--- src/hw/rtl/monotonic_max_queue_defines.svh ---
// Assertion helpers shared by the queue RTL.
`ifndef MONOTONIC_MAX_QUEUE_DEFINES_SVH
`define MONOTONIC_MAX_QUEUE_DEFINES_SVH

// Concurrent check on the rising clock, suspended while reset is held.
`define MMQ_ASSERT(label, prop, msg) \
	label: assert property (@(posedge clk) disable iff (!arst_n) prop) \
		else $error(msg);

// Concurrent check that also holds while reset is asserted.
`define MMQ_ASSERT_ALWAYS(label, prop, msg) \
	label: assert property (@(posedge clk) prop) \
		else $error(msg);

`endif

--- src/hw/rtl/mmq_pkg.sv ---
package mmq_pkg;

	// Default geometry of the window.
	localparam int DEFAULT_WINDOW_DEPTH = 64;
	localparam int DEFAULT_VALUE_WIDTH  = 16;

	// Operation carried in the input beat's user field.
	typedef enum logic {
		OP_PUSH = 1'b0,
		OP_POP  = 1'b1
	} op_t;

	// Status reported with every result beat.
	typedef enum logic [1:0] {
		ERR_OK    = 2'd0,
		ERR_EMPTY = 2'd1,
		ERR_FULL  = 2'd2
	} err_t;

	// Per-cycle command broadcast to every cell of the chain.
	typedef struct packed {
		logic push;   // insert a new value behind the kept entries
		logic shift;  // drop the front entry, every cell takes its right neighbour
	} cell_ctrl_t;

endpackage

--- src/hw/rtl/monotonic_max_queue.sv ---
// Sliding-window maximum queue built as a row of compare-and-shift cells.
// Input beats arrive on s_tvalid/s_tready: s_tuser[0] is the operation
// (0 push, 1 pop) and s_tdata holds the signed sample for a push.
// Every accepted beat produces exactly one result beat on m_tvalid/m_tready:
// m_tdata carries the window maximum (zero when empty), the empty flag, the
// element count and an error code (pop on empty or push on full, both ignored).
// Each item is processed in one step: all cells compare the new sample in
// parallel and the front cell's next value is the new maximum, so the result
// is registered in the cycle after acceptance; one item per cycle is sustained
// while the receiver does not stall. The step is set by the cell compare and
// the one-deep output register; an accepted beat never waits on the chain itself.
// When the receiver stalls, the result is held in the output register and a
// new beat is taken only in a cycle in which that register empties.
// Reset clears all cell occupancy flags, the counters and the output valid;
// the window is empty right after reset and no clearing pass is needed.
`include "monotonic_max_queue_defines.svh"

module monotonic_max_queue #(
	parameter int WINDOW_DEPTH = mmq_pkg::DEFAULT_WINDOW_DEPTH,
	parameter int VALUE_WIDTH  = mmq_pkg::DEFAULT_VALUE_WIDTH,
	localparam int IN_DATA_W   = ((VALUE_WIDTH + 7) / 8) * 8,
	localparam int CNT_W       = $clog2(WINDOW_DEPTH + 1),
	localparam int OUT_RAW_W   = VALUE_WIDTH + 1 + CNT_W + 2,
	localparam int OUT_DATA_W  = ((OUT_RAW_W + 7) / 8) * 8
) (
	input  logic                  clk,
	input  logic                  arst_n,
	input  logic                  s_tvalid,
	output logic                  s_tready,
	input  logic [IN_DATA_W-1:0]  s_tdata,  // value, zero padding
	input  logic [0:0]            s_tuser,  // opcode
	output logic                  m_tvalid,
	input  logic                  m_tready,
	output logic [OUT_DATA_W-1:0] m_tdata   // max_value, is_empty, window_size, error_code, pad
);

	localparam int TAG_W    = $clog2(WINDOW_DEPTH) + 1;
	localparam int EMPTY_LO = VALUE_WIDTH;
	localparam int SIZE_LO  = VALUE_WIDTH + 1;
	localparam int ERR_LO   = VALUE_WIDTH + 1 + CNT_W;

	logic                   fire;
	mmq_pkg::op_t           op;
	logic [VALUE_WIDTH-1:0] in_value;
	logic                   full;
	logic                   empty;
	logic                   push_ok;
	logic                   pop_ok;
	logic                   drop;
	mmq_pkg::cell_ctrl_t    ctrl;
	mmq_pkg::err_t          err;
	logic [CNT_W-1:0]       count_d;

	logic [CNT_W-1:0]       count_q;
	logic [TAG_W-1:0]       head_seq_q;
	logic [TAG_W-1:0]       tail_seq_q;
	logic                   out_valid_q;
	logic [VALUE_WIDTH-1:0] out_max_q;
	logic                   out_empty_q;
	logic [CNT_W-1:0]       out_size_q;
	mmq_pkg::err_t          out_err_q;

	logic [WINDOW_DEPTH-1:0] cell_valid;
	logic [WINDOW_DEPTH-1:0] cell_keep;
	logic [WINDOW_DEPTH-1:0] cell_d_valid;
	logic [VALUE_WIDTH-1:0]  cell_value   [WINDOW_DEPTH];
	logic [VALUE_WIDTH-1:0]  cell_d_value [WINDOW_DEPTH];
	logic [TAG_W-1:0]        cell_tag     [WINDOW_DEPTH];

	// Input handshake: a beat is taken whenever the result register is free.
	assign s_tready = !out_valid_q || m_tready;
	assign fire     = s_tvalid && s_tready;
	assign op       = mmq_pkg::op_t'(s_tuser[0]);
	assign in_value = s_tdata[VALUE_WIDTH-1:0];

	// Operation decode and error classification.
	assign full    = (count_q == CNT_W'(WINDOW_DEPTH));
	assign empty   = (count_q == '0);
	assign push_ok = fire && (op == mmq_pkg::OP_PUSH) && !full;
	assign pop_ok  = fire && (op == mmq_pkg::OP_POP) && !empty;
	// The front entry leaves once its last covered element is the oldest one.
	assign drop       = pop_ok && (cell_tag[0] == head_seq_q);
	assign ctrl.push  = push_ok;
	assign ctrl.shift = drop;

	always_comb begin
		err = mmq_pkg::ERR_OK;
		if (fire && (op == mmq_pkg::OP_PUSH) && full) begin
			err = mmq_pkg::ERR_FULL;
		end else if (fire && (op == mmq_pkg::OP_POP) && empty) begin
			err = mmq_pkg::ERR_EMPTY;
		end
	end

	always_comb begin
		count_d = count_q;
		if (push_ok) begin
			count_d = count_q + CNT_W'(1);
		end else if (pop_ok) begin
			count_d = count_q - CNT_W'(1);
		end
	end

	// The chain of cells; the front of the window sits in cell 0.
	for (genvar i = 0; i < WINDOW_DEPTH; i++) begin : g_cell
		logic                   prev_keep;
		logic                   nxt_valid;
		logic [VALUE_WIDTH-1:0] nxt_value;
		logic [TAG_W-1:0]       nxt_tag;

		if (i == 0) begin : g_first
			assign prev_keep = 1'b1;
		end else begin : g_inner
			assign prev_keep = cell_keep[i-1];
		end

		if (i == WINDOW_DEPTH - 1) begin : g_last
			assign nxt_valid = 1'b0;
			assign nxt_value = '0;
			assign nxt_tag   = '0;
		end else begin : g_link
			assign nxt_valid = cell_valid[i+1];
			assign nxt_value = cell_value[i+1];
			assign nxt_tag   = cell_tag[i+1];
		end

		mmq_cell #(
			.VALUE_WIDTH(VALUE_WIDTH),
			.TAG_WIDTH  (TAG_W)
		) u_cell (
			.clk       (clk),
			.arst_n    (arst_n),
			.ctrl      (ctrl),
			.push_value(in_value),
			.push_tag  (tail_seq_q),
			.prev_keep (prev_keep),
			.nxt_valid (nxt_valid),
			.nxt_value (nxt_value),
			.nxt_tag   (nxt_tag),
			.valid     (cell_valid[i]),
			.keep      (cell_keep[i]),
			.value     (cell_value[i]),
			.tag       (cell_tag[i]),
			.d_valid   (cell_d_valid[i]),
			.d_value   (cell_d_value[i])
		);
	end

	// Element counters: sequence numbers of the oldest and the next element.
	always_ff @(posedge clk or negedge arst_n) begin
		if (!arst_n) begin
			count_q    <= '0;
			head_seq_q <= '0;
			tail_seq_q <= '0;
		end else begin
			count_q <= count_d;
			if (push_ok) begin
				tail_seq_q <= tail_seq_q + TAG_W'(1);
			end
			if (pop_ok) begin
				head_seq_q <= head_seq_q + TAG_W'(1);
			end
		end
	end

	// Result register control.
	always_ff @(posedge clk or negedge arst_n) begin
		if (!arst_n) begin
			out_valid_q <= 1'b0;
		end else if (fire) begin
			out_valid_q <= 1'b1;
		end else if (m_tready) begin
			out_valid_q <= 1'b0;
		end
	end

	// Result payload, taken from the front cell's next state.
	always_ff @(posedge clk) begin
		if (fire) begin
			out_max_q   <= cell_d_valid[0] ? cell_d_value[0] : '0;
			out_empty_q <= (count_d == '0);
			out_size_q  <= count_d;
			out_err_q   <= err;
		end
	end

	// Pack the result beat.
	assign m_tvalid = out_valid_q;
	always_comb begin
		m_tdata                          = '0;
		m_tdata[VALUE_WIDTH-1:0]         = out_max_q;
		m_tdata[EMPTY_LO]                = out_empty_q;
		m_tdata[SIZE_LO +: CNT_W]        = out_size_q;
		m_tdata[ERR_LO +: 2]             = out_err_q;
	end

	// The element count never passes the window depth.
	`MMQ_ASSERT(a_count_bound, count_q <= CNT_W'(WINDOW_DEPTH), "element count above depth")
	// Occupied cells form a contiguous run from the front.
	`MMQ_ASSERT(a_cells_packed, ((cell_valid + WINDOW_DEPTH'(1)) & cell_valid) == '0,
		"gap in the cell chain")
	// Every stored entry covers at least one element.
	`MMQ_ASSERT(a_cells_le_count, $countones(cell_valid) <= count_q,
		"more stored entries than elements")
	// The front cell is occupied exactly when the window holds elements.
	`MMQ_ASSERT(a_front_matches_count, cell_valid[0] == (count_q != '0),
		"front cell disagrees with element count")
	// Every accepted beat yields a result in the following cycle.
	`MMQ_ASSERT(a_result_follows, fire |=> out_valid_q, "accepted beat without result")
	// The result register is empty straight after reset.
	`MMQ_ASSERT_ALWAYS(a_reset_idle, !arst_n |=> !out_valid_q || arst_n,
		"result valid during reset")

endmodule

--- src/hw/rtl/mmq_cell.sv ---
module mmq_cell #(
	parameter int VALUE_WIDTH = mmq_pkg::DEFAULT_VALUE_WIDTH,
	parameter int TAG_WIDTH   = 7
) (
	input  logic                   clk,
	input  logic                   arst_n,
	input  mmq_pkg::cell_ctrl_t    ctrl,
	input  logic [VALUE_WIDTH-1:0] push_value,
	input  logic [TAG_WIDTH-1:0]   push_tag,
	input  logic                   prev_keep,
	input  logic                   nxt_valid,
	input  logic [VALUE_WIDTH-1:0] nxt_value,
	input  logic [TAG_WIDTH-1:0]   nxt_tag,
	output logic                   valid,
	output logic                   keep,
	output logic [VALUE_WIDTH-1:0] value,
	output logic [TAG_WIDTH-1:0]   tag,
	output logic                   d_valid,
	output logic [VALUE_WIDTH-1:0] d_value
);

	logic                   valid_q;
	logic [VALUE_WIDTH-1:0] value_q;
	logic [TAG_WIDTH-1:0]   tag_q;
	logic [TAG_WIDTH-1:0]   d_tag;

	// An entry survives a push only when it is strictly greater than the new value.
	assign keep  = valid_q && ($signed(value_q) > $signed(push_value));
	assign valid = valid_q;
	assign value = value_q;
	assign tag   = tag_q;

	// Next state: keep, take the new value at the boundary, clear, or shift left.
	always_comb begin
		d_valid = valid_q;
		d_value = value_q;
		d_tag   = tag_q;
		if (ctrl.push) begin
			if (!keep) begin
				if (prev_keep) begin
					d_valid = 1'b1;
					d_value = push_value;
					d_tag   = push_tag;
				end else begin
					d_valid = 1'b0;
				end
			end
		end else if (ctrl.shift) begin
			d_valid = nxt_valid;
			d_value = nxt_value;
			d_tag   = nxt_tag;
		end
	end

	// Occupancy flag.
	always_ff @(posedge clk or negedge arst_n) begin
		if (!arst_n) begin
			valid_q <= 1'b0;
		end else begin
			valid_q <= d_valid;
		end
	end

	// Payload of the entry.
	always_ff @(posedge clk) begin
		value_q <= d_value;
		tag_q   <= d_tag;
	end

endmodule

--- config.mk ---
export PLATFORM = sky130hd
export DESIGN_NAME = monotonic_max_queue
export DESIGN_NICKNAME = d
export VERILOG_FILES = /design/src/hw/rtl/mmq_pkg.sv /design/src/hw/rtl/monotonic_max_queue.sv /design/src/hw/rtl/mmq_cell.sv
export VERILOG_INCLUDE_DIRS = /design/src /design/src/hw/rtl
export SDC_FILE = /design/constraint.sdc
export NUM_CORES = 2
export LEC_CHECK = 0
export BUFFER_PORTS_ARGS = -buffer_cell sky130_fd_sc_hd__buf_2
export CAP_MARGIN = 20
export CORE_MARGIN = 2
export CORE_UTILIZATION = 30
export DETAILED_ROUTE_END_ITERATION = 7
export GPL_ROUTABILITY_DRIVEN = 0
export PLACE_DENSITY = 0.5
export SLEW_MARGIN = 5
export SYNTH_ARGS = -nofsm -noshare
export SYNTH_HDL_FRONTEND = slang
export SYNTH_SLANG_ARGS = --single-unit
--- constraint.sdc ---
create_clock -name clk -period 4.46 [get_ports clk]
set_input_delay 0 -clock clk [delete_from_list [all_inputs] [get_ports clk]]
set_output_delay 0 -clock clk [all_outputs]
set_load 0.01 [all_outputs]
==> summary.md <==
| Metric | Value |
|---|---|
| Outcome | `finished, final reports clean` |
| Fin area | `~98,000 µm²` |
| Register area | `47,000 µm²` |
| Crit start category | `flop` |
| Starting Density | `30.1%` |
| CP Data Required Time | `5.00 ns` |
| Flop pwr share | `46.5%` |
| Final setup vio count | `0` |
| Actual slew at the worst max-slew pin | `1.05 ns` |
| DRC Markers | `0` |
| Power Dens Cells | `slightly above 400 nW/µm²` |
| First-pass GRT wire length | `between 300,000 and 400,000 µm` |
| Cell Area, Synth | `84,900 µm²` |
| CTS clk-pin slew, worst paths | `0.06 ns` |
| Setup ws final | `0.937 ns` |
| Routed length per instance | `24.9 µm` |
| Hold-fix buffers at CTS | `9` |
| Peak supply drop | `0.000386 V` |
| Final Net Count | `7,764` |
| CP dominant cell by count | `buf_12` |
| Post-Layout Cell Count | `10,600` |
| Number of fillers in the final layout | `27,300` |
| Yosys reg bits | `1,584` |
| Register area share after synthesis | `55.3%` |
| PortBufs | `48` |
| Hold WC Path Type | `primary input to flop` |
| Die width | `536 µm` |
| Setup WS pre-CTS | `between 0.3 and 0.4 ns` |
| Final period utilization | `~79%` |
| Total internal power | `29.0 mW` |
| CP Buf/Inv Count | `3` |
| Largest stage delay on the critical path | `about 0.68 ns` |
| RSZ-0062 raised after global routing | `no` |
| Core region area | `about 280,000 µm²` |
| Max Cap Violations | `0` |
| CP Capture Type | `flop` |
| WL final | `265,000 µm` |
| Switching Share | `between 20% and 30%` |
| Via Count | `57,300` |
| Sw Pwr | `11.1 mW` |
| Drt via density | `5.39` |
| Syn. warnings | `0` |
| Fin crit period | `between 3 and 4 ns` |
| Bufs on Longest Clock Path | `3` |
| Max-slew violation count | `0` |
| Final HPWL DP | `~180,000 µm` |
| Num CTS Buffers | `183` |
| Crit path to | `g_cell[11].u_cell.value[0]` |
| Worst R2R Setup Slack | `around 0.94 ns` |
| Final hold violations | `0` |
| CTS tree | `done` |
| Fmax | `approximately 280 MHz` |
| Top_reg_cell synth | `edfxtp_1` |
| H-tree Lvls | `4` |
| Reg2Reg Depth | `9` |
| WHS | `0.100 ns` |
| Pin count of the biggest net entering global routing | `~150` |
| DRT iter0 DRCs | `4,750` |
| Clk_lat worst skew | `approximately 0.85 ns` |
| Vias in the first global route | `just under 60,000` |
| Hold path depth | `6` |
| Yosys cell types | `between 70 and 80` |
| EDFF count, synth | `1,482` |
| Post-synth ARST share | `5.43%` |
| Die H | `536 µm` |
| CP Depth | `9` |
| Total clock sinks | `1,584` |
| Clk pwr share | `38.1%` |
| Worst r2r dst | `g_cell[11].u_cell.value[0]` |
| Crit-path cells | `inv_1 > ha_1 > and3_1 > or3_4 > buf_12 > a31oi_1 > nor2_1 > a21oi_2 > buf_12` |
| DP Cell Count | `10,300` |
| Placed cell area | `between 90,000 and 100,000 µm²` |
| Critical path startpoint | `count_q[1]` |
| Final core utilization | `between 30% and 40%` |
| Critical R2R Launch | `count_q[1]` |
| Multi-input logic area | `36,300 µm²` |
| Crit Path Max Fanout | `27` |
| Family with the most delay on the worst path | `simple AND/OR/NAND/NOR gates` |
| Ports | `55` |
| Crit path DAT | `4.06 ns` |
| Cells after synthesis | `6,573` |
| Setup TNS | `0 ns` |
| Layout cell share with drive strength beyond 1 | `approximately a tenth` |
| PostCTS Resize Cnt | `0` |
| Number of routed nets with antenna violations | `0` |
| Relative slew slack | `between 30% and 40%` |
| GRT Total Usage | `18.2%` |
| CP max stage cell | `or3_4` |
| Logic pwr share | `15.4%` |
| Drt first pass iters | `8` |
| Site row count | `195` |
| Power consumption | `40.1 mW` |
| Die Area | `between 200,000 and 300,000 µm²` |
| Critical path class | `flop to flop` |
| Avg Inst Size Synth | `about 13 µm²` |
| Antenna violations before repair | `9` |
| Root Buffer | `clkbuf_16` |
| Area Growth Syn to Fin | `14.9%` |
| Postcts setup bufs | `0` |
| Most common cell after layout, fill and taps aside | `a21o_1` |
| GRT overflow | `0` |
| Most frequent cells in the layout | `1,594 x a21o_1, 1,482 x edfxtp_1, 1,029 x ha_1` |
| Clk_skew | `roughly 0.067 ns` |
| LEAKAGE | `43.3 nW` |
==> how the worst min path moves through the flow <==
stage	start	end	slack [ns]
after detailed placement	arst_n	g_cell[63].u_cell.valid	0.13
after CTS	s_tdata[9]	g_cell[0].u_cell.value[9]	0.05
after floorplan	arst_n	count_q[0]	-0.30
final	s_tdata[9]	g_cell[0].u_cell.value[9]	0.10
after global routing	s_tdata[9]	g_cell[0].u_cell.value[9]	0.10
after global placement	arst_n	g_cell[63].u_cell.valid	0.13
==> tightest hold or removal path: stages <==
cell and delay [ns]:
buf_2 0.11, inv_4 0.12, buf_4 0.27, nor2_4 0.17, a222oi_1 0.14, inv_1 0.07
==> cells in the mapped netlist, types with 14 or more instances <==
cell	count	area, µm²
a21o_1	1594	12000
edfxtp_1	1482	44500
ha_1	1029	12900
a21oi_1	366	1830
clkbuf_1	252	946
nand4_1	223	1400
nand2_1	183	687
o21ai_0	166	831
inv_1	127	477
nor2_1	122	458
dfrtp_1	86	2150
buf_2	79	395
nand3_1	73	365
nor2b_1	69	432
o211ai_1	67	503
o22ai_1	51	319
o21a_1	50	375
a211oi_1	45	338
xor2_1	38	333
a2111oi_0	33	289
nand2b_1	30	188
nor3_1	30	150
a31oi_1	29	181
or3_1	28	175
buf_1	24	90.1
and4_1	23	201
or4_1	18	135
a222oi_1	16	160
dfxtp_1	16	320
xnor2_1	16	140
and3_1	15	93.8
nor2_2	15	93.8
mux2_2	14	158
==> cell type report <==
class	count	area share, %
antenna	4	0.0103
clock buffer	240	5.06
clock inverter	105	1.14
inverter	127	0.529
multi-input combinational	4503	37.2
sequential	1584	48.1
tap	3743	4.80
timing repair buffer	315	3.18
==> power groups by stage <==
stage,registers (mW),logic [mW],clock network (mW)
CTS,18.7,6.19,15.6
detailed placement,18.9,6.12,0
global placement,19.0,5.99,0
floorplan,18.6,4.08,0
global route,18.8,6.86,16.2
finish,18.6,6.15,15.3
==> registers in the layout, indices dropped and copies added, names as in the netlist <==
name and flops:
out_size_q 7, out_empty_q 1, head_seq_q 7, out_max_q 16, g_cell.u_cell.tag 448, m_tvalid 1, g_cell.u_cell.value 1024, tail_seq_q 7
g_cell.u_cell.valid 64, out_err_q 2, count_q 7
==> per-layer routing <==
layer / wire [µm] / track usage [%] / part of all wire (%)
met3: 12600 / 2.60 / 4.8
met5: 0 / 0 / 0
met4: 7540 / 5.38 / 2.8
met2: 126000 / 30.4 / 48
met1: 118000 / 24.3 / 45
==> cells by family (layout without fill, tap and decap cells) <==
logic type / count (synthesis) / after routing / share of synthesized area [%]
adder cells (fa/ha/maj): 1029 / 1029 / 15.2
buffers and inverters: 491 / 787 / 2.33
multiplexers: 24 / 24 / 0.304
AO/OA/AOI/OAI: 2516 / 2516 / 20.8
XOR/XNOR: 54 / 54 / 0.557
flip-flops: 1584 / 1584 / 55.3
AND/OR/NAND/NOR: 874 / 874 / 5.53
other: 1 / 10 / 0.00442
No activity file was read; power rests on OpenSTA's default activity.
